`src/sv/bale_pkg.sv`:
```
`default_nettype none

package bale_pkg;

  // List geometry.
  localparam int CAPACITY = 8;
  localparam int AW = $clog2(CAPACITY);
  localparam int CW = $clog2(CAPACITY + 1);

  // Field widths of the request and result beats.
  localparam int OP_W = 3;
  localparam int VAL_W = 32;
  localparam int POS_W = 6;
  localparam int RC_W = 16;
  localparam int ST_W = 3;
  localparam int IDX_W = 6;
  localparam int ECNT_W = 7;
  localparam int IN_TDATA_W = 56;
  localparam int OUT_TDATA_W = 48;
  localparam int MODC_W = $clog2(RC_W + 1);

  // Operation codes.
  localparam logic [OP_W-1:0] OP_INSERT = 3'd0;
  localparam logic [OP_W-1:0] OP_DELETE = 3'd1;
  localparam logic [OP_W-1:0] OP_SEARCH = 3'd2;
  localparam logic [OP_W-1:0] OP_ROTATE = 3'd3;
  localparam logic [OP_W-1:0] OP_DUMP = 3'd4;

  // Result status codes.
  localparam logic [ST_W-1:0] ST_OK = 3'd0;
  localparam logic [ST_W-1:0] ST_FULL = 3'd1;
  localparam logic [ST_W-1:0] ST_EMPTY = 3'd2;
  localparam logic [ST_W-1:0] ST_BADPOS = 3'd3;
  localparam logic [ST_W-1:0] ST_MISS = 3'd4;

  // Read address sources.
  typedef enum logic [2:0] {
    RD_IDX,
    RD_PREV,
    RD_NEXT,
    RD_POS,
    RD_TOP
  } rd_sel_t;

  // Write data sources; the write address is always the walk index.
  typedef enum logic [1:0] {
    WD_RDATA,
    WD_VALUE,
    WD_TMP
  } wr_data_t;

  // Walk index updates.
  typedef enum logic [2:0] {
    IX_HOLD,
    IX_POS,
    IX_ZERO,
    IX_TOP_INS,
    IX_TOP_ROT,
    IX_DEC,
    IX_INC
  } idx_op_t;

  // Entry count updates.
  typedef enum logic [1:0] {
    CN_HOLD,
    CN_INC,
    CN_DEC
  } cnt_op_t;

  // Result value and index sources.
  typedef enum logic [1:0] {
    OV_ZERO,
    OV_RDATA,
    OV_TMP
  } out_val_t;

  typedef enum logic {
    OI_ZERO,
    OI_IDX
  } out_idx_t;

  // Commands from the controller to the datapath.
  typedef struct packed {
    logic            load_req;
    logic            rd_en;
    rd_sel_t         rd_sel;
    logic            wr_en;
    wr_data_t        wr_data;
    idx_op_t         idx_op;
    cnt_op_t         cnt_op;
    logic            tmp_load;
    logic            mod_start;
    logic            rep_load;
    logic            rep_dec;
    logic            out_load;
    logic [ST_W-1:0] out_status;
    out_val_t        out_val;
    out_idx_t        out_idx;
    logic            out_last;
  } ctl_cmd_t;

  // Status from the datapath to the controller.
  typedef struct packed {
    logic [OP_W-1:0] op;
    logic            count_zero;
    logic            count_full;
    logic            pos_gt_count;
    logic            pos_ge_count;
    logic            idx_eq_pos;
    logic            idx_zero;
    logic            idx_last;
    logic            match;
    logic            mod_busy;
    logic            rep_zero;
    logic            out_free;
  } dp_stat_t;

endpackage

`default_nettype wire

```
`src/sv/bale_ctrl.sv`:
```
`default_nettype none

module bale_ctrl (
  input  wire logic                clk,
  input  wire logic                rst,
  input  wire logic                req_valid,
  output logic                     req_ready,
  input  wire bale_pkg::dp_stat_t  stat,
  output bale_pkg::ctl_cmd_t       cmd
);

  typedef enum logic [3:0] {
    S_IDLE,
    S_DISPATCH,
    S_EMIT,
    S_SU_CHK,
    S_SU_WR,
    S_DEL_GONE,
    S_DEL_CHK,
    S_DEL_WR,
    S_SR_RD,
    S_SR_CMP,
    S_MOD,
    S_ROT_CHK,
    S_ROT_TMP,
    S_DM_RD,
    S_DM_OUT
  } state_t;

  state_t                        state, state_next;
  logic [bale_pkg::ST_W-1:0]     resp_status, resp_status_next;
  bale_pkg::out_val_t            resp_val, resp_val_next;
  bale_pkg::out_idx_t            resp_idx, resp_idx_next;
  logic                          at_bottom;

  // No request is taken while reset is held.
  assign req_ready = (state == S_IDLE) && !rst;

  // The shift-up walk stops at the insert position, or at the head for a rotate step.
  assign at_bottom = (stat.op == bale_pkg::OP_INSERT) ? stat.idx_eq_pos : stat.idx_zero;

  // Next state, command decode and the pending single-beat response.
  always_comb begin
    state_next       = state;
    resp_status_next = resp_status;
    resp_val_next    = resp_val;
    resp_idx_next    = resp_idx;
    cmd              = '0;
    cmd.rd_sel       = bale_pkg::RD_IDX;
    cmd.wr_data      = bale_pkg::WD_RDATA;
    cmd.idx_op       = bale_pkg::IX_HOLD;
    cmd.cnt_op       = bale_pkg::CN_HOLD;
    cmd.out_status   = bale_pkg::ST_OK;
    cmd.out_val      = bale_pkg::OV_ZERO;
    cmd.out_idx      = bale_pkg::OI_ZERO;
    case (state)
      S_IDLE: begin
        if (req_valid && req_ready) begin
          cmd.load_req = 1'b1;
          state_next   = S_DISPATCH;
        end
      end
      S_DISPATCH: begin
        resp_status_next = bale_pkg::ST_OK;
        resp_val_next    = bale_pkg::OV_ZERO;
        resp_idx_next    = bale_pkg::OI_ZERO;
        state_next       = S_EMIT;
        case (stat.op)
          bale_pkg::OP_INSERT: begin
            if (stat.count_full) begin
              resp_status_next = bale_pkg::ST_FULL;
            end else if (stat.pos_gt_count) begin
              resp_status_next = bale_pkg::ST_BADPOS;
            end else begin
              cmd.idx_op = bale_pkg::IX_TOP_INS;
              state_next = S_SU_CHK;
            end
          end
          bale_pkg::OP_DELETE: begin
            if (stat.count_zero) begin
              resp_status_next = bale_pkg::ST_EMPTY;
            end else if (stat.pos_ge_count) begin
              resp_status_next = bale_pkg::ST_BADPOS;
            end else begin
              cmd.idx_op = bale_pkg::IX_POS;
              cmd.rd_en  = 1'b1;
              cmd.rd_sel = bale_pkg::RD_POS;
              state_next = S_DEL_GONE;
            end
          end
          bale_pkg::OP_SEARCH: begin
            if (stat.count_zero) begin
              resp_status_next = bale_pkg::ST_EMPTY;
            end else begin
              cmd.idx_op = bale_pkg::IX_ZERO;
              state_next = S_SR_RD;
            end
          end
          bale_pkg::OP_ROTATE: begin
            if (stat.count_zero) begin
              resp_status_next = bale_pkg::ST_EMPTY;
            end else begin
              cmd.mod_start = 1'b1;
              state_next    = S_MOD;
            end
          end
          bale_pkg::OP_DUMP: begin
            if (stat.count_zero) begin
              resp_status_next = bale_pkg::ST_EMPTY;
            end else begin
              cmd.idx_op = bale_pkg::IX_ZERO;
              state_next = S_DM_RD;
            end
          end
          default: begin
            resp_status_next = bale_pkg::ST_OK;
          end
        endcase
      end
      S_EMIT: begin
        if (stat.out_free) begin
          cmd.out_load   = 1'b1;
          cmd.out_status = resp_status;
          cmd.out_val    = resp_val;
          cmd.out_idx    = resp_idx;
          cmd.out_last   = 1'b1;
          state_next     = S_IDLE;
        end
      end
      S_SU_CHK: begin
        if (at_bottom) begin
          cmd.wr_en = 1'b1;
          if (stat.op == bale_pkg::OP_INSERT) begin
            cmd.wr_data      = bale_pkg::WD_VALUE;
            cmd.cnt_op       = bale_pkg::CN_INC;
            resp_status_next = bale_pkg::ST_OK;
            state_next       = S_EMIT;
          end else begin
            cmd.wr_data = bale_pkg::WD_TMP;
            state_next  = S_ROT_CHK;
          end
        end else begin
          cmd.rd_en  = 1'b1;
          cmd.rd_sel = bale_pkg::RD_PREV;
          state_next = S_SU_WR;
        end
      end
      S_SU_WR: begin
        cmd.wr_en   = 1'b1;
        cmd.wr_data = bale_pkg::WD_RDATA;
        cmd.idx_op  = bale_pkg::IX_DEC;
        state_next  = S_SU_CHK;
      end
      S_DEL_GONE: begin
        cmd.tmp_load = 1'b1;
        state_next   = S_DEL_CHK;
      end
      S_DEL_CHK: begin
        if (stat.idx_last) begin
          cmd.cnt_op       = bale_pkg::CN_DEC;
          resp_status_next = bale_pkg::ST_OK;
          resp_val_next    = bale_pkg::OV_TMP;
          state_next       = S_EMIT;
        end else begin
          cmd.rd_en  = 1'b1;
          cmd.rd_sel = bale_pkg::RD_NEXT;
          state_next = S_DEL_WR;
        end
      end
      S_DEL_WR: begin
        cmd.wr_en   = 1'b1;
        cmd.wr_data = bale_pkg::WD_RDATA;
        cmd.idx_op  = bale_pkg::IX_INC;
        state_next  = S_DEL_CHK;
      end
      S_SR_RD: begin
        cmd.rd_en  = 1'b1;
        cmd.rd_sel = bale_pkg::RD_IDX;
        state_next = S_SR_CMP;
      end
      S_SR_CMP: begin
        if (stat.match) begin
          resp_status_next = bale_pkg::ST_OK;
          resp_idx_next    = bale_pkg::OI_IDX;
          state_next       = S_EMIT;
        end else if (stat.idx_last) begin
          resp_status_next = bale_pkg::ST_MISS;
          state_next       = S_EMIT;
        end else begin
          cmd.idx_op = bale_pkg::IX_INC;
          state_next = S_SR_RD;
        end
      end
      S_MOD: begin
        if (!stat.mod_busy) begin
          cmd.rep_load = 1'b1;
          state_next   = S_ROT_CHK;
        end
      end
      S_ROT_CHK: begin
        if (stat.rep_zero) begin
          resp_status_next = bale_pkg::ST_OK;
          state_next       = S_EMIT;
        end else begin
          cmd.rd_en  = 1'b1;
          cmd.rd_sel = bale_pkg::RD_TOP;
          state_next = S_ROT_TMP;
        end
      end
      S_ROT_TMP: begin
        cmd.tmp_load = 1'b1;
        cmd.idx_op   = bale_pkg::IX_TOP_ROT;
        cmd.rep_dec  = 1'b1;
        state_next   = S_SU_CHK;
      end
      S_DM_RD: begin
        cmd.rd_en  = 1'b1;
        cmd.rd_sel = bale_pkg::RD_IDX;
        state_next = S_DM_OUT;
      end
      S_DM_OUT: begin
        if (stat.out_free) begin
          cmd.out_load   = 1'b1;
          cmd.out_status = bale_pkg::ST_OK;
          cmd.out_val    = bale_pkg::OV_RDATA;
          cmd.out_idx    = bale_pkg::OI_IDX;
          cmd.out_last   = stat.idx_last;
          if (stat.idx_last) begin
            state_next = S_IDLE;
          end else begin
            cmd.idx_op = bale_pkg::IX_INC;
            state_next = S_DM_RD;
          end
        end
      end
      default: begin
        state_next = S_IDLE;
      end
    endcase
  end

  // State and the registered response selection.
  always_ff @(posedge clk) begin
    if (rst) begin
      state       <= S_IDLE;
      resp_status <= bale_pkg::ST_OK;
      resp_val    <= bale_pkg::OV_ZERO;
      resp_idx    <= bale_pkg::OI_ZERO;
    end else begin
      state       <= state_next;
      resp_status <= resp_status_next;
      resp_val    <= resp_val_next;
      resp_idx    <= resp_idx_next;
    end
  end

endmodule

`default_nettype wire

```
`src/sv/bale_datapath.sv`:
```
`default_nettype none

module bale_datapath (
  input  wire logic                          clk,
  input  wire logic                          rst,
  input  wire bale_pkg::ctl_cmd_t            cmd,
  output bale_pkg::dp_stat_t                 stat,
  input  wire logic [bale_pkg::OP_W-1:0]     operation,
  input  wire logic signed [bale_pkg::VAL_W-1:0] value,
  input  wire logic [bale_pkg::POS_W-1:0]    position,
  input  wire logic [bale_pkg::RC_W-1:0]     rotate_count,
  output logic                               out_valid,
  input  wire logic                          out_ready,
  output logic [bale_pkg::ST_W-1:0]          status,
  output logic signed [bale_pkg::VAL_W-1:0]  item_value,
  output logic [bale_pkg::IDX_W-1:0]         item_index,
  output logic [bale_pkg::ECNT_W-1:0]        entry_count,
  output logic                               last
);

  localparam int AW = bale_pkg::AW;
  localparam int CW = bale_pkg::CW;

  logic [bale_pkg::OP_W-1:0]     req_op;
  logic [bale_pkg::VAL_W-1:0]    req_value;
  logic [bale_pkg::POS_W-1:0]    req_pos;
  logic [bale_pkg::RC_W-1:0]     req_rc;
  logic [CW-1:0]                 count;
  logic [AW-1:0]                 idx;
  logic [bale_pkg::VAL_W-1:0]    tmp;
  logic [bale_pkg::VAL_W-1:0]    mem [bale_pkg::CAPACITY];
  logic [bale_pkg::VAL_W-1:0]    rdata;
  logic [AW-1:0]                 rd_addr;
  logic [bale_pkg::VAL_W-1:0]    wdata;
  logic [CW-1:0]                 mod_rem;
  logic [bale_pkg::RC_W-1:0]     mod_bits;
  logic [bale_pkg::MODC_W-1:0]   mod_cnt;
  logic [CW:0]                   mod_shift;
  logic [CW-1:0]                 mod_rem_next;
  logic [CW-1:0]                 rep;

  // Request capture on the accepted beat.
  always_ff @(posedge clk) begin
    if (cmd.load_req) begin
      req_op    <= operation;
      req_value <= value;
      req_pos   <= position;
      req_rc    <= rotate_count;
    end
  end

  // Read address selection for the single read port.
  always_comb begin
    case (cmd.rd_sel)
      bale_pkg::RD_IDX:  rd_addr = idx;
      bale_pkg::RD_PREV: rd_addr = idx - AW'(1);
      bale_pkg::RD_NEXT: rd_addr = idx + AW'(1);
      bale_pkg::RD_POS:  rd_addr = AW'(req_pos);
      bale_pkg::RD_TOP:  rd_addr = AW'(count - CW'(1));
      default:           rd_addr = idx;
    endcase
  end

  // Write data selection; entries are always written at the walk index.
  always_comb begin
    case (cmd.wr_data)
      bale_pkg::WD_RDATA: wdata = rdata;
      bale_pkg::WD_VALUE: wdata = req_value;
      bale_pkg::WD_TMP:   wdata = tmp;
      default:            wdata = rdata;
    endcase
  end

  // Entry storage with a registered read that holds between reads.
  always_ff @(posedge clk) begin
    if (cmd.wr_en) begin
      mem[idx] <= wdata;
    end
    if (cmd.rd_en) begin
      rdata <= mem[rd_addr];
    end
  end

  // Walk index and the held entry used by delete and rotate.
  always_ff @(posedge clk) begin
    if (rst) begin
      idx <= '0;
    end else begin
      case (cmd.idx_op)
        bale_pkg::IX_HOLD:    idx <= idx;
        bale_pkg::IX_POS:     idx <= AW'(req_pos);
        bale_pkg::IX_ZERO:    idx <= '0;
        bale_pkg::IX_TOP_INS: idx <= AW'(count);
        bale_pkg::IX_TOP_ROT: idx <= AW'(count - CW'(1));
        bale_pkg::IX_DEC:     idx <= idx - AW'(1);
        bale_pkg::IX_INC:     idx <= idx + AW'(1);
        default:              idx <= idx;
      endcase
    end
  end

  always_ff @(posedge clk) begin
    if (cmd.tmp_load) begin
      tmp <= rdata;
    end
  end

  // Entry count.
  always_ff @(posedge clk) begin
    if (rst) begin
      count <= '0;
    end else begin
      case (cmd.cnt_op)
        bale_pkg::CN_HOLD: count <= count;
        bale_pkg::CN_INC:  count <= count + CW'(1);
        bale_pkg::CN_DEC:  count <= count - CW'(1);
        default:           count <= count;
      endcase
    end
  end

  // Restoring remainder of the rotate count by the entry count, one bit a cycle.
  assign mod_shift = {mod_rem, mod_bits[bale_pkg::RC_W-1]};
  assign mod_rem_next = (mod_shift >= {1'b0, count}) ? CW'(mod_shift - {1'b0, count})
                                                     : CW'(mod_shift);

  always_ff @(posedge clk) begin
    if (rst) begin
      mod_cnt <= '0;
    end else if (cmd.mod_start) begin
      mod_rem  <= '0;
      mod_bits <= req_rc;
      mod_cnt  <= bale_pkg::MODC_W'(bale_pkg::RC_W);
    end else if (mod_cnt != '0) begin
      mod_rem  <= mod_rem_next;
      mod_bits <= {mod_bits[bale_pkg::RC_W-2:0], 1'b0};
      mod_cnt  <= mod_cnt - bale_pkg::MODC_W'(1);
    end
  end

  // Remaining single-place rotate steps.
  always_ff @(posedge clk) begin
    if (cmd.rep_load) begin
      rep <= mod_rem;
    end else if (cmd.rep_dec) begin
      rep <= rep - CW'(1);
    end
  end

  // Result register; the next result can load as the current one is taken.
  always_ff @(posedge clk) begin
    if (rst) begin
      out_valid <= 1'b0;
    end else if (cmd.out_load) begin
      out_valid <= 1'b1;
    end else if (out_ready) begin
      out_valid <= 1'b0;
    end
  end

  always_ff @(posedge clk) begin
    if (cmd.out_load) begin
      status      <= cmd.out_status;
      entry_count <= bale_pkg::ECNT_W'(count);
      last        <= cmd.out_last;
      case (cmd.out_val)
        bale_pkg::OV_ZERO:  item_value <= '0;
        bale_pkg::OV_RDATA: item_value <= rdata;
        bale_pkg::OV_TMP:   item_value <= tmp;
        default:            item_value <= '0;
      endcase
      item_index <= (cmd.out_idx == bale_pkg::OI_IDX) ? bale_pkg::IDX_W'(idx) : '0;
    end
  end

  // Status toward the controller.
  always_comb begin
    stat.op           = req_op;
    stat.count_zero   = (count == '0);
    stat.count_full   = (count == CW'(bale_pkg::CAPACITY));
    stat.pos_gt_count = bale_pkg::ECNT_W'(req_pos) > bale_pkg::ECNT_W'(count);
    stat.pos_ge_count = bale_pkg::ECNT_W'(req_pos) >= bale_pkg::ECNT_W'(count);
    stat.idx_eq_pos   = bale_pkg::ECNT_W'(idx) == bale_pkg::ECNT_W'(req_pos);
    stat.idx_zero     = (idx == '0);
    stat.idx_last     = (CW'(idx) + CW'(1)) == count;
    stat.match        = (rdata == req_value);
    stat.mod_busy     = (mod_cnt != '0);
    stat.rep_zero     = (rep == '0);
    stat.out_free     = !out_valid || out_ready;
  end

endmodule

`default_nettype wire

```
`src/sv/bounded_array_list_engine.sv`:
```
// A rejected or unknown request answers without touching the entries. Insert shifts the
// entries from position upward by one place, delete shifts those above position down, search
// walks from the head to a match or the end, and dump gives one beat per entry; the walks
// run on one memory port. Rotate finds k = rotate_count mod count in the remainder unit, then
// makes k single-place steps. One request is in work at a time; the next is accepted the
// cycle after its last result loads. Reset (rst, synchronous, active high) empties the list
// and blocks input; entry storage is not cleared.
`default_nettype none

module bounded_array_list_engine (
  input  wire logic                                clk,
  input  wire logic                                rst,
  input  wire logic                                s_tvalid,
  output logic                                     s_tready,
  // Fields from bit 0: value[31:0], position[37:32], rotate_count[53:38], zero fill.
  input  wire logic [bale_pkg::IN_TDATA_W-1:0]     s_tdata,
  // Fields from bit 0: operation[2:0].
  input  wire logic [bale_pkg::OP_W-1:0]           s_tuser,
  output logic                                     m_tvalid,
  input  wire logic                                m_tready,
  // Fields from bit 0: status[2:0], item_value[34:3], item_index[40:35], entry_count[47:41].
  output logic [bale_pkg::OUT_TDATA_W-1:0]         m_tdata,
  output logic                                     m_tlast
);

  bale_pkg::ctl_cmd_t                     cmd;
  bale_pkg::dp_stat_t                     stat;
  logic [bale_pkg::ST_W-1:0]              status;
  logic signed [bale_pkg::VAL_W-1:0]      item_value;
  logic [bale_pkg::IDX_W-1:0]             item_index;
  logic [bale_pkg::ECNT_W-1:0]            entry_count;

  // Sequencing of each request.
  bale_ctrl u_ctrl (
    .clk       (clk),
    .rst       (rst),
    .req_valid (s_tvalid),
    .req_ready (s_tready),
    .stat      (stat),
    .cmd       (cmd)
  );

  // Storage, walk index, remainder unit and result register.
  bale_datapath u_dp (
    .clk          (clk),
    .rst          (rst),
    .cmd          (cmd),
    .stat         (stat),
    .operation    (s_tuser),
    .value        (s_tdata[31:0]),
    .position     (s_tdata[37:32]),
    .rotate_count (s_tdata[53:38]),
    .out_valid    (m_tvalid),
    .out_ready    (m_tready),
    .status       (status),
    .item_value   (item_value),
    .item_index   (item_index),
    .entry_count  (entry_count),
    .last         (m_tlast)
  );

  // Result beat packing.
  assign m_tdata = {entry_count, item_index, item_value, status};

endmodule

`default_nettype wire

```
`config.mk`:
```
export PLATFORM = sky130hd
export DESIGN_NAME = bounded_array_list_engine
export DESIGN_NICKNAME = d
export VERILOG_FILES = /design/src/sv/bale_pkg.sv /design/src/sv/bale_ctrl.sv /design/src/sv/bale_datapath.sv /design/src/sv/bounded_array_list_engine.sv
export SDC_FILE = /design/constraint.sdc
export NUM_CORES = 1
export LEC_CHECK = 0
export BUFFER_PORTS_ARGS = -buffer_cell sky130_fd_sc_hd__buf_2
export CAP_MARGIN = 20
export CORE_MARGIN = 2
export CORE_UTILIZATION = 60
export CTS_CLUSTER_SIZE = 8
export DETAILED_ROUTE_END_ITERATION = 6
export PLACE_DENSITY = 0.81
export SYNTH_ARGS = -nofsm -noshare
export SYNTH_HDL_FRONTEND = slang
export SYNTH_HIERARCHICAL = 1
export SYNTH_SLANG_ARGS = --single-unit
```
`constraint.sdc`:
```
create_clock -name clk -period 14 [get_ports clk]
set_input_delay 1.4 -clock clk [delete_from_list [all_inputs] [get_ports clk]]
set_output_delay 1.4 -clock clk [all_outputs]
set_load 0.02 [all_outputs]
```
==> impl_metrics.py <==
metrics = {
    "sta": {
        "max_slew_margin_pct": 25.27,
        "worst-slew-pin-transition_ns": 1.121,
        "max_freq_ghz": 0.1550,
        "report.final.hold_viol_count": 0,
        "period_share_pct": 46.08,
        "finalSetupViolations": 0,
        "setup_tns_ns": 0,
        "fin_crit_ns": 6.451,
        "grt_setup_unrepaired": "false",
        "worst_clock_skew_ns": 0.02463,
        "timing.final.max_slew_violations": 0,
    },
    "synthesis": {
        "yosys.area.top_type_share_pct": 66.70,
        "synth.distinct_cells": 73,
        "synth_async_sr_flop_share_pct": 0,
        "synthFlopType": "sky130_fd_sc_hd__edfxtp_1",
        "synth_area_leaders": "sky130_fd_sc_hd__edfxtp_1, sky130_fd_sc_hd__mux2i_1, sky130_fd_sc_hd__a22oi_1, sky130_fd_sc_hd__a221oi_2, sky130_fd_sc_hd__dfxtp_1",
        "synth_sequential_area_ratio_pct": 68.90,
        "number_of_enable_flip_flop_cells_after_synthesis": 444,
        "synthesis.instances": 1327,
        "post-synth-top-area-cell": "sky130_fd_sc_hd__edfxtp_1",
        "yosysWarningCount": 6,
        "synth_area_per_cell_um2": 15.06,
        "ys_seq_elements": 466,
        "syn-cell-area_um2": 19990,
    },
    "layout": {
        "final_net_count": 1537,
        "layout_commonest_cell": "sky130_fd_sc_hd__edfxtp_1",
        "ratio_of_cells_with_drive_above_1_in_the_final_layout_pct": 19.89,
        "antenna_diodes": 0,
        "finalCoreUtilization_pct": 70.09,
        "syn_to_final_growth_pct": 14.66,
        "most-common-layout-cells": "sky130_fd_sc_hd__edfxtp_1, sky130_fd_sc_hd__mux2i_1, sky130_fd_sc_hd__buf_2, sky130_fd_sc_hd__nor2_1, sky130_fd_sc_hd__clkbuf_16",
        "fill_cells": 2101,
        "final_cell_area_um2": 22920,
    },
    "flow_run": {
        "timing.max_cap.violations": 0,
    },
    "global_routing": {
        "grt_pass1_wl_um": 68980,
        "gr-usage-met1_pct": 35.15,
        "gr-usage-met2_pct": 41.55,
        "globalRoute.busiestLayer": "met2",
        "grt_antenna_before_repair": 0,
        "first_global_vias": 12080,
        "grt_util_all_layers_pct": 25.97,
        "gr-total-overflow": 0,
        "grt_max_degree": 66,
        "globalRouteMet3Util_pct": 6.207,
    },
    "placed_design": {
        "gp_routability_congestion": 0.8963,
        "place_hpwl_um": 24960,
        "buffer_ports.inserted": 105,
        "post_dp_cell_area_um2": 20970,
    },
    "setup_path": {
        "timing.reg2reg.worst_path_depth": 18,
        "crit_path_start_kind": "flip-flop",
        "r2r_end": "u_dp/rdata[15]$_DFFE_PP_",
        "worst-endpoint-required_ns": 14.39,
        "worstSetupEndpointType": "flip-flop",
        "path_class": "reg2reg",
        "r2r-start": "u_dp/count[1]$_SDFFE_PP0P_",
        "critPathArrivalTime_ns": 6.85,
        "critPathLaunch": "u_dp/count[1]$_SDFFE_PP0P_",
        "reg2reg_setup_slack_ns": 7.55,
        "path_max_fanout": 64,
    },
    "die": {
        "die-area_um2": 34790,
        "core_area_um2": 32700,
        "initial_core_utilization_pct": 61.13,
        "die_width_um": 186.5,
        "pin_count": 114,
        "rows": 66,
        "floorplan_die_height_um": 186.5,
    },
    "cts": {
        "clock_sink_count": 466,
        "post_cts_hold_buffer_count": 0,
        "clk_transition_reported_paths_ns": 0.05,
        "tritoncts": "yes",
        "postCtsResizedCells": 0,
        "cts_bufs_inserted": 68,
        "clockRootBuffer": "sky130_fd_sc_hd__clkbuf_16",
        "cts.htree.levels": 3,
        "worstSkewPairLatency_ns": 0.57,
        "post-cts-setup-buffer-count": 0,
        "clock_path_buffers": 3,
    },
    "pwr": {
        "total_power_mw": 3.191,
        "cellPowerDensity_nw_per_um2": 139.2,
        "leakage_nw": 7.573,
        "worst_ir_drop_vdd_v": 0.0001142,
    },
    "route": {
        "post_drt_wl_per_cell_um": 23.62,
        "vias_post_dr": 12130,
        "detail_route.iter0.violations": 1342,
        "drt_pass1_iterations": 5,
        "antenna_violating_nets_post_route": 0,
        "drt_wl_total_um": 45360,
        "drt-vias-per-instance": 6.315,
        "drc": 0,
    },
    "hold_path": {
        "depth_of_the_worst_hold_timing_path": 2,
        "hold_path.class": "reg2reg",
        "hold_path_end": "u_dp/mod_cnt[4]$_SDFFE_PP0N_",
        "hold_start": "u_dp/mod_cnt[4]$_SDFFE_PP0N_",
    },
    "outcome": {
        "run_status": "finished clean",
    },
}
==> metal layers <==
layer | vias up | share of wire [%]
li1 | 5380 | -
met1 | 5927 | 39
met2 | 723 | 47
met3 | 95 | 11
met4 | 0 | 2.6
met5 | - | 0
==> final cells by class <==
class	instances	area (µm²)	share of cell area [%]
sequential	466	13770	60.09
multi-input combinational	749	5784	25.24
clock buffer	90	1827	7.970
timing repair buffer	136	778.2	3.396
tap	442	553.0	2.413
inverter	32	120.1	0.5241
clock inverter	5	83.83	0.3658
==> how the worst max path moves through the flow <==
stage,to,slack (ns)
floorplan,u_dp/req_op[0]$_DFFE_PP_,6.26
global placement,u_dp/rdata[29]$_DFFE_PP_,7.62
detailed placement,u_dp/rdata[10]$_DFFE_PP_,7.46
CTS,u_dp/rdata[14]$_DFFE_PP_,7.32
global route,u_dp/rdata[10]$_DFFE_PP_,7.09
finish,u_dp/rdata[15]$_DFFE_PP_,7.55
==> state kept, by name (all words and copies together) (netlist names), 3 cells and up <==
| name | cells |
|---|---|
| u_dp/mod_rem | 4 |
| u_dp/rep | 4 |
| u_dp/mod_cnt | 5 |
| u_dp/req_pos | 6 |
| u_dp/entry_count | 4 |
| u_dp/req_rc | 16 |
| u_dp/mem | 256 |
| u_dp/count | 4 |
| u_dp/tmp | 32 |
| u_dp/mod_bits | 16 |
| u_dp/status | 3 |
| u_dp/req_op | 3 |
| u_dp/rdata | 32 |
| u_dp/idx | 3 |
| u_dp/item_index | 3 |
| u_ctrl/state | 4 |
| u_dp/req_value | 32 |
| u_ctrl/resp_status | 3 |
| u_dp/item_value | 32 |
==> cells by family after synthesis <==
group	Yosys count	share of synthesized area (%)
flip-flops	466	68.90
multiplexers	151	7.661
buffers and inverters	117	2.842
AND/OR/NAND/NOR	259	6.666
XOR/XNOR	48	2.103
adder cells (fa/ha/maj)	21	1.352
other	1	0.01876
AO/OA/AOI/OAI	264	10.45
==> power by group <==
part           total, mW  internal, mW  leakage (nW)  switching [mW]
clock network       1.48         0.919         0.926           0.557
logic              0.132        0.0547          2.38          0.0774
registers           1.58          1.56          4.27          0.0223
==> worst max-delay path: stages, from the launching register on <==
cell and delay, ns:
sky130_fd_sc_hd__dfxtp_1 0.42, sky130_fd_sc_hd__inv_1 0.21, sky130_fd_sc_hd__ha_1 0.35, sky130_fd_sc_hd__a21oi_1 0.16, sky130_fd_sc_hd__nor2_1 0.06, sky130_fd_sc_hd__a2111oi_0 0.41
sky130_fd_sc_hd__o21ai_0 0.33, sky130_fd_sc_hd__nor3b_1 0.53, sky130_fd_sc_hd__nand2_1 0.21, sky130_fd_sc_hd__o21bai_1 0.72, sky130_fd_sc_hd__or3_1 0.24, sky130_fd_sc_hd__a21oi_1 0.10
sky130_fd_sc_hd__nor3_4 0.22, sky130_fd_sc_hd__buf_4 0.24, sky130_fd_sc_hd__buf_16 0.34, sky130_fd_sc_hd__buf_4 0.95, sky130_fd_sc_hd__mux2i_1 0.24, sky130_fd_sc_hd__a22o_1 0.31
sky130_fd_sc_hd__a221oi_2 0.16
==> stage by stage <==
stage | setup slack, ns | std cells | hold WS (ns)
finish | 7.549 | 1920 | 0.4724
global route | 7.088 | 1920 | 0.4904
CTS | 7.321 | 1918 | 0.4686
detailed placement | 7.461 | 1823 | 0.4600
global placement | 7.617 | 1823 | 0.4534
floorplan | 6.260 | 1332 | 0.4380
==> Yosys cell counts (3+ instances only) <==
cell type and instances:
sky130_fd_sc_hd__ha_1 20, sky130_fd_sc_hd__and3_1 4, sky130_fd_sc_hd__a22o_1 31, sky130_fd_sc_hd__nor3b_1 3
sky130_fd_sc_hd__a211oi_1 7, sky130_fd_sc_hd__or3_1 4, sky130_fd_sc_hd__nand3_1 3, sky130_fd_sc_hd__o21ai_0 43
sky130_fd_sc_hd__a221oi_2 31, sky130_fd_sc_hd__nor4_1 15, sky130_fd_sc_hd__nor3_1 15, sky130_fd_sc_hd__xor2_1 38
sky130_fd_sc_hd__o22ai_1 4, sky130_fd_sc_hd__inv_1 31, sky130_fd_sc_hd__nand4_1 7, sky130_fd_sc_hd__a221oi_1 3
sky130_fd_sc_hd__a31oi_1 3, sky130_fd_sc_hd__a21o_1 8, sky130_fd_sc_hd__buf_4 14, sky130_fd_sc_hd__nand2_1 58
sky130_fd_sc_hd__mux2i_1 135, sky130_fd_sc_hd__nand2b_1 18, sky130_fd_sc_hd__o21a_1 3, sky130_fd_sc_hd__buf_6 6
sky130_fd_sc_hd__a211o_1 3, sky130_fd_sc_hd__and2_1 11, sky130_fd_sc_hd__clkbuf_1 38, sky130_fd_sc_hd__nand3b_1 4
sky130_fd_sc_hd__a22oi_1 68, sky130_fd_sc_hd__o21ai_1 5, sky130_fd_sc_hd__a21oi_1 30, sky130_fd_sc_hd__o211ai_1 4
sky130_fd_sc_hd__nor2_1 85, sky130_fd_sc_hd__nor2b_1 7, sky130_fd_sc_hd__mux2_2 16, sky130_fd_sc_hd__edfxtp_1 444
sky130_fd_sc_hd__or2_2 4, sky130_fd_sc_hd__xnor2_1 10, sky130_fd_sc_hd__o31ai_1 6, sky130_fd_sc_hd__buf_2 25
sky130_fd_sc_hd__dfxtp_1 22
(Power assumes the default switching activity.)
